--- src/rtl/core/ilpm_pkg.sv ---
// ilpm_pkg: shared types, codes and reset constants for the idle led power manager
// used by every module under rtl/core; no dependencies
package ilpm_pkg;

  localparam int TIME_W  = 26;
  localparam int LEVEL_W = 8;
  localparam int CNT_W   = 8;
  localparam int ADDR_W  = 3;

  localparam logic [CNT_W-1:0] BRIGHT_DELAY_MS = 8'd20;

  localparam logic [TIME_W-1:0]  RST_TRUE_SLEEP_TIME = 26'd600000;
  localparam logic [TIME_W-1:0]  RST_WIRED_OFF_TIME  = 26'd300000;
  localparam logic [TIME_W-1:0]  RST_WLESS_OFF_TIME  = 26'd60000;
  localparam logic [LEVEL_W-1:0] RST_WIRED_LEVEL     = 8'd255;
  localparam logic [LEVEL_W-1:0] RST_WLESS_LEVEL     = 8'd125;

  typedef enum logic [1:0] {
    PH_ON     = 2'd0,
    PH_OFF    = 2'd1,
    PH_FORCED = 2'd2,
    PH_SLEEP  = 2'd3
  } phase_t;

  typedef enum logic [2:0] {
    OP_TICK      = 3'd0,
    OP_KEY       = 3'd1,
    OP_ENABLE    = 3'd2,
    OP_DISABLE   = 3'd3,
    OP_TOGGLE    = 3'd4,
    OP_MODE_SET  = 3'd5,
    OP_NEW_CONN  = 3'd6,
    OP_CONNECTED = 3'd7
  } opcode_t;

  typedef enum logic [ADDR_W-1:0] {
    REG_TRUE_SLEEP_ON     = 3'd0,
    REG_TRUE_SLEEP_TIME   = 3'd1,
    REG_WIRED_OFF_TIME    = 3'd2,
    REG_WLESS_OFF_TIME    = 3'd3,
    REG_WIRED_BACK_LEVEL  = 3'd4,
    REG_WIRED_UNDER_LEVEL = 3'd5,
    REG_WLESS_BACK_LEVEL  = 3'd6,
    REG_WLESS_UNDER_LEVEL = 3'd7
  } reg_index_t;

  typedef struct packed {
    logic               true_sleep_on;
    logic [TIME_W-1:0]  sleep_time_ms;
    logic [TIME_W-1:0]  wired_off_time_ms;
    logic [TIME_W-1:0]  wireless_off_time_ms;
    logic [LEVEL_W-1:0] wired_back_level;
    logic [LEVEL_W-1:0] wired_under_level;
    logic [LEVEL_W-1:0] wireless_back_level;
    logic [LEVEL_W-1:0] wireless_under_level;
  } cfg_t;

  // packed lowest field last so that brightness_send lands in bit 0
  typedef struct packed {
    phase_t             idle_phase;
    logic               leds_on;
    logic               sleep_send;
    logic [LEVEL_W-1:0] underglow_level;
    logic [LEVEL_W-1:0] backlight_level;
    logic               brightness_send;
  } status_word_t;

  localparam int RESULT_W = $bits(status_word_t);
  localparam int OUT_TDATA_W = ((RESULT_W + 7) / 8) * 8;

endpackage

--- src/rtl/core/ilpm_cfg_regs.sv ---
// ilpm_cfg_regs: configuration register file written through a plain write port
// depends on ilpm_pkg
module ilpm_cfg_regs
  import ilpm_pkg::*;
(
  input  logic              clk,
  input  logic              rst,
  input  logic              cfg_we,
  input  logic [ADDR_W-1:0] cfg_addr,
  input  logic [TIME_W-1:0] cfg_wdata,
  output cfg_t              cfg
);

  always_ff @(posedge clk) begin
    if (rst) begin
      cfg.true_sleep_on        <= 1'b0;
      cfg.sleep_time_ms        <= RST_TRUE_SLEEP_TIME;
      cfg.wired_off_time_ms    <= RST_WIRED_OFF_TIME;
      cfg.wireless_off_time_ms <= RST_WLESS_OFF_TIME;
      cfg.wired_back_level     <= RST_WIRED_LEVEL;
      cfg.wired_under_level    <= RST_WIRED_LEVEL;
      cfg.wireless_back_level  <= RST_WLESS_LEVEL;
      cfg.wireless_under_level <= RST_WLESS_LEVEL;
    end else if (cfg_we) begin
      case (reg_index_t'(cfg_addr))
        REG_TRUE_SLEEP_ON:     cfg.true_sleep_on        <= cfg_wdata[0];
        REG_TRUE_SLEEP_TIME:   cfg.sleep_time_ms        <= cfg_wdata;
        REG_WIRED_OFF_TIME:    cfg.wired_off_time_ms    <= cfg_wdata;
        REG_WLESS_OFF_TIME:    cfg.wireless_off_time_ms <= cfg_wdata;
        REG_WIRED_BACK_LEVEL:  cfg.wired_back_level     <= cfg_wdata[LEVEL_W-1:0];
        REG_WIRED_UNDER_LEVEL: cfg.wired_under_level    <= cfg_wdata[LEVEL_W-1:0];
        REG_WLESS_BACK_LEVEL:  cfg.wireless_back_level  <= cfg_wdata[LEVEL_W-1:0];
        REG_WLESS_UNDER_LEVEL: cfg.wireless_under_level <= cfg_wdata[LEVEL_W-1:0];
        default: ;
      endcase
    end
  end

endmodule

--- src/rtl/core/ilpm_event_fsm.sv ---
// ilpm_event_fsm: idle state machine, brightness debounce and the state registers
// depends on ilpm_pkg; steps once per word presented with step high
module ilpm_event_fsm
  import ilpm_pkg::*;
(
  input  logic         clk,
  input  logic         rst,
  input  logic         step,
  input  opcode_t      op,
  input  logic         mode_wired,
  input  cfg_t         cfg,
  output status_word_t res
);

  phase_t            phase, phase_next;
  logic              enabled, enabled_next;
  logic              wired, wired_next;
  logic              off_timeout_active, off_timeout_active_next;
  logic              sleep_active, sleep_active_next;
  logic [TIME_W-1:0] idle_timeout, idle_timeout_next;
  logic [TIME_W-1:0] idle_count, idle_count_next;
  logic              conn_pending, conn_pending_next;
  logic              bright_pending, bright_pending_next;
  logic [CNT_W-1:0]  bright_count, bright_count_next;
  logic              send_due, send_due_next;

  logic [TIME_W-1:0] idle_dec;
  logic [CNT_W-1:0]  bright_dec;
  logic [TIME_W-1:0] on_timeout;
  logic              bsend, ssend;

  assign idle_dec   = (idle_count != '0) ? idle_count - 1'b1 : idle_count;
  assign bright_dec = (bright_count != '0) ? bright_count - 1'b1 : bright_count;
  // timeout used on the way back to the on phase; zero disables it
  assign on_timeout = wired ? cfg.wired_off_time_ms : cfg.wireless_off_time_ms;

  always_comb begin
    phase_next              = phase;
    enabled_next            = enabled;
    wired_next              = wired;
    off_timeout_active_next = off_timeout_active;
    sleep_active_next       = sleep_active;
    idle_timeout_next       = idle_timeout;
    idle_count_next         = idle_count;
    conn_pending_next       = conn_pending;
    bright_pending_next     = bright_pending;
    bright_count_next       = bright_count;
    send_due_next           = send_due;
    bsend                   = 1'b0;
    ssend                   = 1'b0;

    case (op)
      OP_TICK: begin
        idle_count_next   = idle_dec;
        bright_count_next = bright_dec;
        case (phase)
          PH_ON: begin
            if (!enabled) begin
              sleep_active_next = wired ? 1'b0 : cfg.true_sleep_on;
              idle_timeout_next = cfg.sleep_time_ms;
              idle_count_next   = cfg.sleep_time_ms;
              phase_next        = PH_FORCED;
            end else if (off_timeout_active && idle_dec == '0) begin
              enabled_next        = 1'b0;
              bright_count_next   = BRIGHT_DELAY_MS;
              bright_pending_next = 1'b1;
              sleep_active_next   = wired ? 1'b0 : cfg.true_sleep_on;
              idle_timeout_next   = cfg.sleep_time_ms;
              idle_count_next     = cfg.sleep_time_ms;
              phase_next          = PH_OFF;
            end
          end
          PH_OFF, PH_FORCED: begin
            if (enabled) begin
              off_timeout_active_next = (on_timeout != '0);
              idle_timeout_next       = on_timeout;
              idle_count_next         = on_timeout;
              phase_next              = PH_ON;
            end else if (sleep_active && idle_dec == '0) begin
              ssend      = 1'b1;
              phase_next = PH_SLEEP;
            end
          end
          default: begin
            if (enabled) begin
              off_timeout_active_next = (on_timeout != '0);
              idle_timeout_next       = on_timeout;
              idle_count_next         = on_timeout;
              phase_next              = PH_ON;
            end
          end
        endcase
        // the message goes out one tick after the delay runs down
        if (send_due) begin
          bsend         = 1'b1;
          send_due_next = 1'b0;
        end else if (bright_pending_next && bright_count_next == '0) begin
          bright_pending_next = 1'b0;
          send_due_next       = 1'b1;
        end
      end
      OP_KEY: begin
        if (phase == PH_OFF) begin
          enabled_next        = 1'b1;
          bright_count_next   = BRIGHT_DELAY_MS;
          bright_pending_next = 1'b1;
        end
        idle_count_next = idle_timeout;
      end
      OP_ENABLE, OP_DISABLE, OP_TOGGLE: begin
        case (op)
          OP_ENABLE:  enabled_next = 1'b1;
          OP_DISABLE: enabled_next = 1'b0;
          default:    enabled_next = !enabled;
        endcase
        bright_count_next   = BRIGHT_DELAY_MS;
        bright_pending_next = 1'b1;
      end
      OP_MODE_SET: begin
        if (wired != mode_wired) begin
          wired_next        = mode_wired;
          sleep_active_next = mode_wired ? 1'b0 : cfg.true_sleep_on;
          idle_timeout_next = cfg.sleep_time_ms;
          idle_count_next   = cfg.sleep_time_ms;
          phase_next        = PH_OFF;
        end
      end
      OP_NEW_CONN: conn_pending_next = 1'b1;
      default: begin
        if (conn_pending) begin
          conn_pending_next = 1'b0;
          idle_count_next   = idle_timeout;
        end
      end
    endcase

    res.brightness_send = bsend;
    res.sleep_send      = ssend;
    res.leds_on         = enabled_next;
    res.idle_phase      = phase_next;
    if (!enabled_next) begin
      res.backlight_level = '0;
      res.underglow_level = '0;
    end else if (wired_next) begin
      res.backlight_level = cfg.wired_back_level;
      res.underglow_level = cfg.wired_under_level;
    end else begin
      res.backlight_level = cfg.wireless_back_level;
      res.underglow_level = cfg.wireless_under_level;
    end
  end

  always_ff @(posedge clk) begin
    if (rst) begin
      phase              <= PH_OFF;
      enabled            <= 1'b0;
      wired              <= 1'b0;
      off_timeout_active <= 1'b0;
      sleep_active       <= 1'b0;
      idle_timeout       <= RST_TRUE_SLEEP_TIME;
      idle_count         <= RST_TRUE_SLEEP_TIME;
      conn_pending       <= 1'b0;
      bright_pending     <= 1'b0;
      bright_count       <= '0;
      send_due           <= 1'b0;
    end else if (step) begin
      phase              <= phase_next;
      enabled            <= enabled_next;
      wired              <= wired_next;
      off_timeout_active <= off_timeout_active_next;
      sleep_active       <= sleep_active_next;
      idle_timeout       <= idle_timeout_next;
      idle_count         <= idle_count_next;
      conn_pending       <= conn_pending_next;
      bright_pending     <= bright_pending_next;
      bright_count       <= bright_count_next;
      send_due           <= send_due_next;
    end
  end

endmodule

--- src/rtl/core/idle_led_power_manager.sv ---
// pipeline: a word accepted into the input reg gives its result word from the result reg
// throughput: one word per cycle; both registers advance together whenever the result
// register is empty or being taken, so the only stall comes from m_axis_tready
// reset: synchronous, clears both valid flags, the event state (phase off, leds disabled,
// idle timer at the true sleep reset time) and loads the register reset values
module idle_led_power_manager
  import ilpm_pkg::*;
(
  input  logic                   clk,
  input  logic                   rst,
  input  logic                   s_axis_tvalid,
  output logic                   s_axis_tready,
  input  logic [7:0]             s_axis_tdata,  // [2:0] opcode, [3] mode_wired, [7:4] zero
  output logic                   m_axis_tvalid,
  input  logic                   m_axis_tready,
  // [0] brightness_send, [8:1] backlight_level, [16:9] underglow_level,
  // [17] sleep_send, [18] leds_on, [20:19] idle_phase, [23:21] zero
  output logic [OUT_TDATA_W-1:0] m_axis_tdata,
  input  logic                   cfg_we,
  input  logic [ADDR_W-1:0]      cfg_addr,
  input  logic [TIME_W-1:0]      cfg_wdata
);

  cfg_t         cfg;
  status_word_t res;
  status_word_t out_word;
  logic         in_valid;
  opcode_t      in_op;
  logic         in_mode_wired;
  logic         advance;
  logic         step;

  assign advance       = !m_axis_tvalid || m_axis_tready;
  assign step          = in_valid && advance;
  assign s_axis_tready = !in_valid || advance;

  ilpm_cfg_regs u_cfg (
    .clk       (clk),
    .rst       (rst),
    .cfg_we    (cfg_we),
    .cfg_addr  (cfg_addr),
    .cfg_wdata (cfg_wdata),
    .cfg       (cfg)
  );

  ilpm_event_fsm u_fsm (
    .clk        (clk),
    .rst        (rst),
    .step       (step),
    .op         (in_op),
    .mode_wired (in_mode_wired),
    .cfg        (cfg),
    .res        (res)
  );

  always_ff @(posedge clk) begin
    if (rst) begin
      in_valid <= 1'b0;
    end else if (s_axis_tready) begin
      in_valid <= s_axis_tvalid;
    end
  end

  always_ff @(posedge clk) begin
    if (s_axis_tready && s_axis_tvalid) begin
      in_op         <= opcode_t'(s_axis_tdata[2:0]);
      in_mode_wired <= s_axis_tdata[3];
    end
  end

  always_ff @(posedge clk) begin
    if (rst) begin
      m_axis_tvalid <= 1'b0;
    end else if (advance) begin
      m_axis_tvalid <= in_valid;
    end
  end

  always_ff @(posedge clk) begin
    if (step) begin
      out_word <= res;
    end
  end

  assign m_axis_tdata = {{(OUT_TDATA_W - RESULT_W){1'b0}}, out_word};

endmodule

--- config.mk ---
export PLATFORM = sky130hd
export DESIGN_NAME = idle_led_power_manager
export DESIGN_NICKNAME = d
export VERILOG_FILES = /design/src/rtl/core/ilpm_pkg.sv /design/src/rtl/core/ilpm_cfg_regs.sv /design/src/rtl/core/ilpm_event_fsm.sv /design/src/rtl/core/idle_led_power_manager.sv
export SDC_FILE = /design/constraint.sdc
export NUM_CORES = 1
export LEC_CHECK = 0
export BUFFER_PORTS_ARGS = -buffer_cell sky130_fd_sc_hd__buf_2
export CORE_MARGIN = 2
export CORE_UTILIZATION = 55
export DETAILED_ROUTE_END_ITERATION = 6
export GPL_TIMING_DRIVEN = 0
export PLACE_DENSITY = 0.75
export SYNTH_ARGS = -nofsm -noshare
export SYNTH_HDL_FRONTEND = slang
export SYNTH_SLANG_ARGS = --single-unit
--- constraint.sdc ---
create_clock -name clk -period 3 [get_ports clk]
set_input_delay 0.45 -clock clk [delete_from_list [all_inputs] [get_ports clk]]
set_output_delay 0.45 -clock clk [all_outputs]
set_load 0.1 [all_outputs]
==> results.md <==
* Clk_lat worst skew at 0.51 ns
* Synthesized netlist cell count at roughly 1,300
* Status: finished, violations left
* Multi-input gate area at 6341 sq um
* Clk buf depth at 3
* Final Skew at 0.01612 ns
* Syn. warnings at 0
* Total track usage at roughly a third
* R2R depth at 11
* Hpwl dp at 25,300 um
* RSZ-0062 raised after global routing: yes
* Final setup margin at -0.6422 ns
* DRT Wirelength at about 36,000 um
* Leading cell type in the layout, fill and taps excluded: nand2_1
* Fraction of registers with async set/reset at 0%
* Detailed Route Iter0 Violations at 1,181
* Layout Cells excl Fill at 1,734
* Vias/cell at around 6.2
* Die W at 144.3 um
* Crit end category: register
* Switch share at 28.22%
* Antenna violations before repair at 0
* WL per Instance at between 20 and 25 um
* Clk pwr share at between 40% and 50%
* # diodes at 0
* Most frequent cells in the layout: nand2_1 (332), dfxtp_1 (176), a21oi_1 (115)
* Tcrit/Tclk final at 121.4%
* HP Start: s_axis_tdata[1]
* Slew @ Worst Pin at just over 1 ns
* Cell Chain, Critical Path: or4_1 -> o41ai_4 -> nand4_1 -> a211oi_2 -> and4_4 -> nand4_4 -> buf_4 -> o21ai_4 -> nor3_1 -> or4_1 -> a211oi_2
* Mapped Avg Cell Area at 8.207 sq um
* Critical R2R Capture: u_fsm.idle_count[17]
* H-tree Lvls at 1
* Final net count at 1,501
* Max Cap Violations at 0
* Share of layout cells above drive strength 1 at 20.01%
* FF-to-FF setup slack at -0.64 ns
* Peak VDD IR at 0.5610 mV
* Power density cells at about 520 nW/um^2
* Slowest-stage cell, CP: or4_1
* Startpoint Class: register
* TNS Setup at -38.68 ns
* Via count at roughly 11,000
* FF-to-FF Start: u_fsm.idle_count[13]
* Chip height at between 100 and 150 um
* Register share of total power at 43.4%
* Crit-path max cell delay at approximately 0.57 ns
* Sink Count at 207
* Initial core utilization at 55.80%
* Setup CP Type: reg -> reg
* P_int at 4.890 mW
* Synth cell types at 98
* Total grt overflow at 0
* Met1 Resource Use GR at between 40 and 50%
* First-pass GRT wire length at 54,500 um
* Sequential-to-total area share from yosys stat at 40.59%
* Psw at 1.922 mW
* Comb pwr share at 15.6%
* Design Power at ~6.8 mW
* M2 GR Usage at around 54%
* Most Used Layer, Global Route: met2
* CTS tree: built
* CTS Buf Count at 23
* Clk root buf: clkbuf_16
* First drt pass iteration count at 5
* Area delta synth->final at 21.81%
* Met3 usage at 4.238%
* IO Count at 68
* WHS Endpoint: in_op[1]
* Hold depth at 1
* Row count at ~50
* Worst path required time at 3.42 ns
* Vias in the first global route at 9,683
* Pleak at roughly 4.9 nW
* Post-synth EDFFs at 25
* Setup-failing EPs final at 85
* Cell area after synthesis at 10,830 sq um
* Core area at 19,400 sq um
* Filler cell count at 1,633
* Arr. time, crit path at 4.06 ns
* Period minus WS final at 3.642 ns
* Max Freq at 274.6 MHz
* DRC at 0
* Register area at 4407 sq um
* Worst hold path class: in -> reg
* Largest net degree at the start of global routing at 31
* Die area at 20,820 sq um
* Pins over their slew limit at 0
* Synth Register Bits at 207
* ANT nets after route at 0
* Placed Cells at between 1,500 and 2,000
* IO buf count at 57
* Failing checks: setup timing
* Critical Path Fanout Max at 6
* Most common flop cell mapped by yosys: dfxtp_1
* Placer Congestion at 1.019
* Fin. Hold Viols at 0
* Clock slew at the register clock pins of the worst setup and hold paths at 0.06 ns
* Slew HR at 30.98%
power groups by stage:
stage / sequential [mW] / combinational, mW / clock (mW)
global placement: 3.01 / 0.917 / 0
floorplan: 3.12 / 0.547 / 0
CTS: 2.95 / 1.02 / 2.80
finish: 2.96 / 1.06 / 2.79
detailed placement: 3.01 / 0.925 / 0
global route: 2.96 / 1.13 / 2.90
sequential cells by signal, summed over array words and instances, names as in the netlist, 2 cells and up:
signal / cells
in_op: 3
u_fsm.phase: 2
u_fsm.idle_timeout: 26
m_axis_tdata: 21
u_cfg.cfg: 111
u_fsm.bright_count: 8
u_fsm.idle_count: 26
synthesized netlist by cell type (7+ instances only):
cell / number / share of area [%]
clkbuf_1: 65 / 2.3
inv_1: 17 / 0.59
edfxtp_1: 25 / 6.9
nand2b_1: 10 / 0.58
a211oi_1: 17 / 1.2
a221oi_1: 10 / 0.81
nor2_1: 63 / 2.2
xor2_1: 10 / 0.81
mux2i_1: 63 / 5.8
xnor2_1: 9 / 0.73
o21a_1: 7 / 0.49
o21ai_0: 30 / 1.4
o211ai_1: 40 / 2.8
a21oi_1: 132 / 6.1
mux2_2: 7 / 0.73
nor3_1: 33 / 1.5
o31ai_1: 10 / 0.69
or3_1: 9 / 0.52
nand2_1: 333 / 12
clkbuf_8: 7 / 0.89
nand4_1: 11 / 0.64
buf_6: 9 / 0.94
nand3_1: 48 / 2.2
dfxtp_1: 182 / 34
a31oi_1: 13 / 0.75
metal layers:
| layer | vias to the layer above | share of wire (%) |
|---|---|---|
| met4 | 0 | 3.9 |
| met3 | 100 | 8.7 |
| li1 | 4991 | - |
| met5 | - | 0 |
| met1 | 5032 | 42 |
| met2 | 579 | 46 |
cell type report:
type / count / share of cell area, %
clock inverter: 6 / 0.6262
clock buffer: 35 / 4.934
tap: 265 / 2.514
multi-input combinational: 997 / 48.09
sequential: 207 / 33.42
timing repair buffer: 109 / 5.361
inverter: 18 / 0.5503
buffer: 97 / 4.507
cells by family (layout without fill, tap and decap cells):
kind of cell / after synthesis / count (layout) / synth area share, %
adders and majority gates: 6 / 6 / 0.6935
xor gates and xnor gates: 19 / 19 / 1.537
muxes: 72 / 72 / 6.796
buffers and inverters: 117 / 265 / 5.802
AOI/OAI and AO/OA: 329 / 329 / 20.27
and+or+nand+nor: 568 / 568 / 24.27
DFF: 207 / 207 / 40.59
other: 1 / 3 / 0.03464
per-stage QoR:
stage          hold WS, ns  setup WS [ns]  util (%)  area (sq um)
2_1_floorplan       0.4285        -0.1334         -         10930
3_3_place_gp        0.4387        -0.8136     59.53         11550
3_5_place_dp        0.4435        -0.8872     59.55         11550
4_1_cts             0.1054        -0.5029     66.67         12930
5_1_grt             0.1079        -0.6872     67.98         13190
6_report            0.1156        -0.6422     67.98         13190
worst max-delay path by stage:
stage,start,endpoint,depth (start not counted)
finish,u_fsm.idle_count[13],u_fsm.idle_count[17],11
detailed placement,u_fsm.idle_count[1],m_axis_tdata[5],13
global route,u_fsm.idle_count[13],u_fsm.idle_count[17],11
floorplan,u_fsm.idle_count[6],u_fsm.idle_count[7],12
CTS,u_fsm.idle_count[0],u_fsm.idle_count[7],13
global placement,u_fsm.idle_count[1],m_axis_tdata[5],13
what timing repair did:
| item | 4_1_cts | 5_1_grt |
|---|---|---|
| hold buffers | 0 | 0 |
| setup endpoints to repair | 86 | 87 |
| resized for setup | 93 | 38 |
| setup buffers | 34 | 15 |
| pin swaps | 43 | 45 |
| gates cloned | 3 | 1 |
worst max-delay path, delay by kind of cell, from the launching register on:
family / cells / cell delay (ns)
buf+inv: 1 / 0.18
simple gates: 6 / 1.83
compound gates: 4 / 1.12
flops: 1 / 0.43
Power figures use the tool's default switching activity.
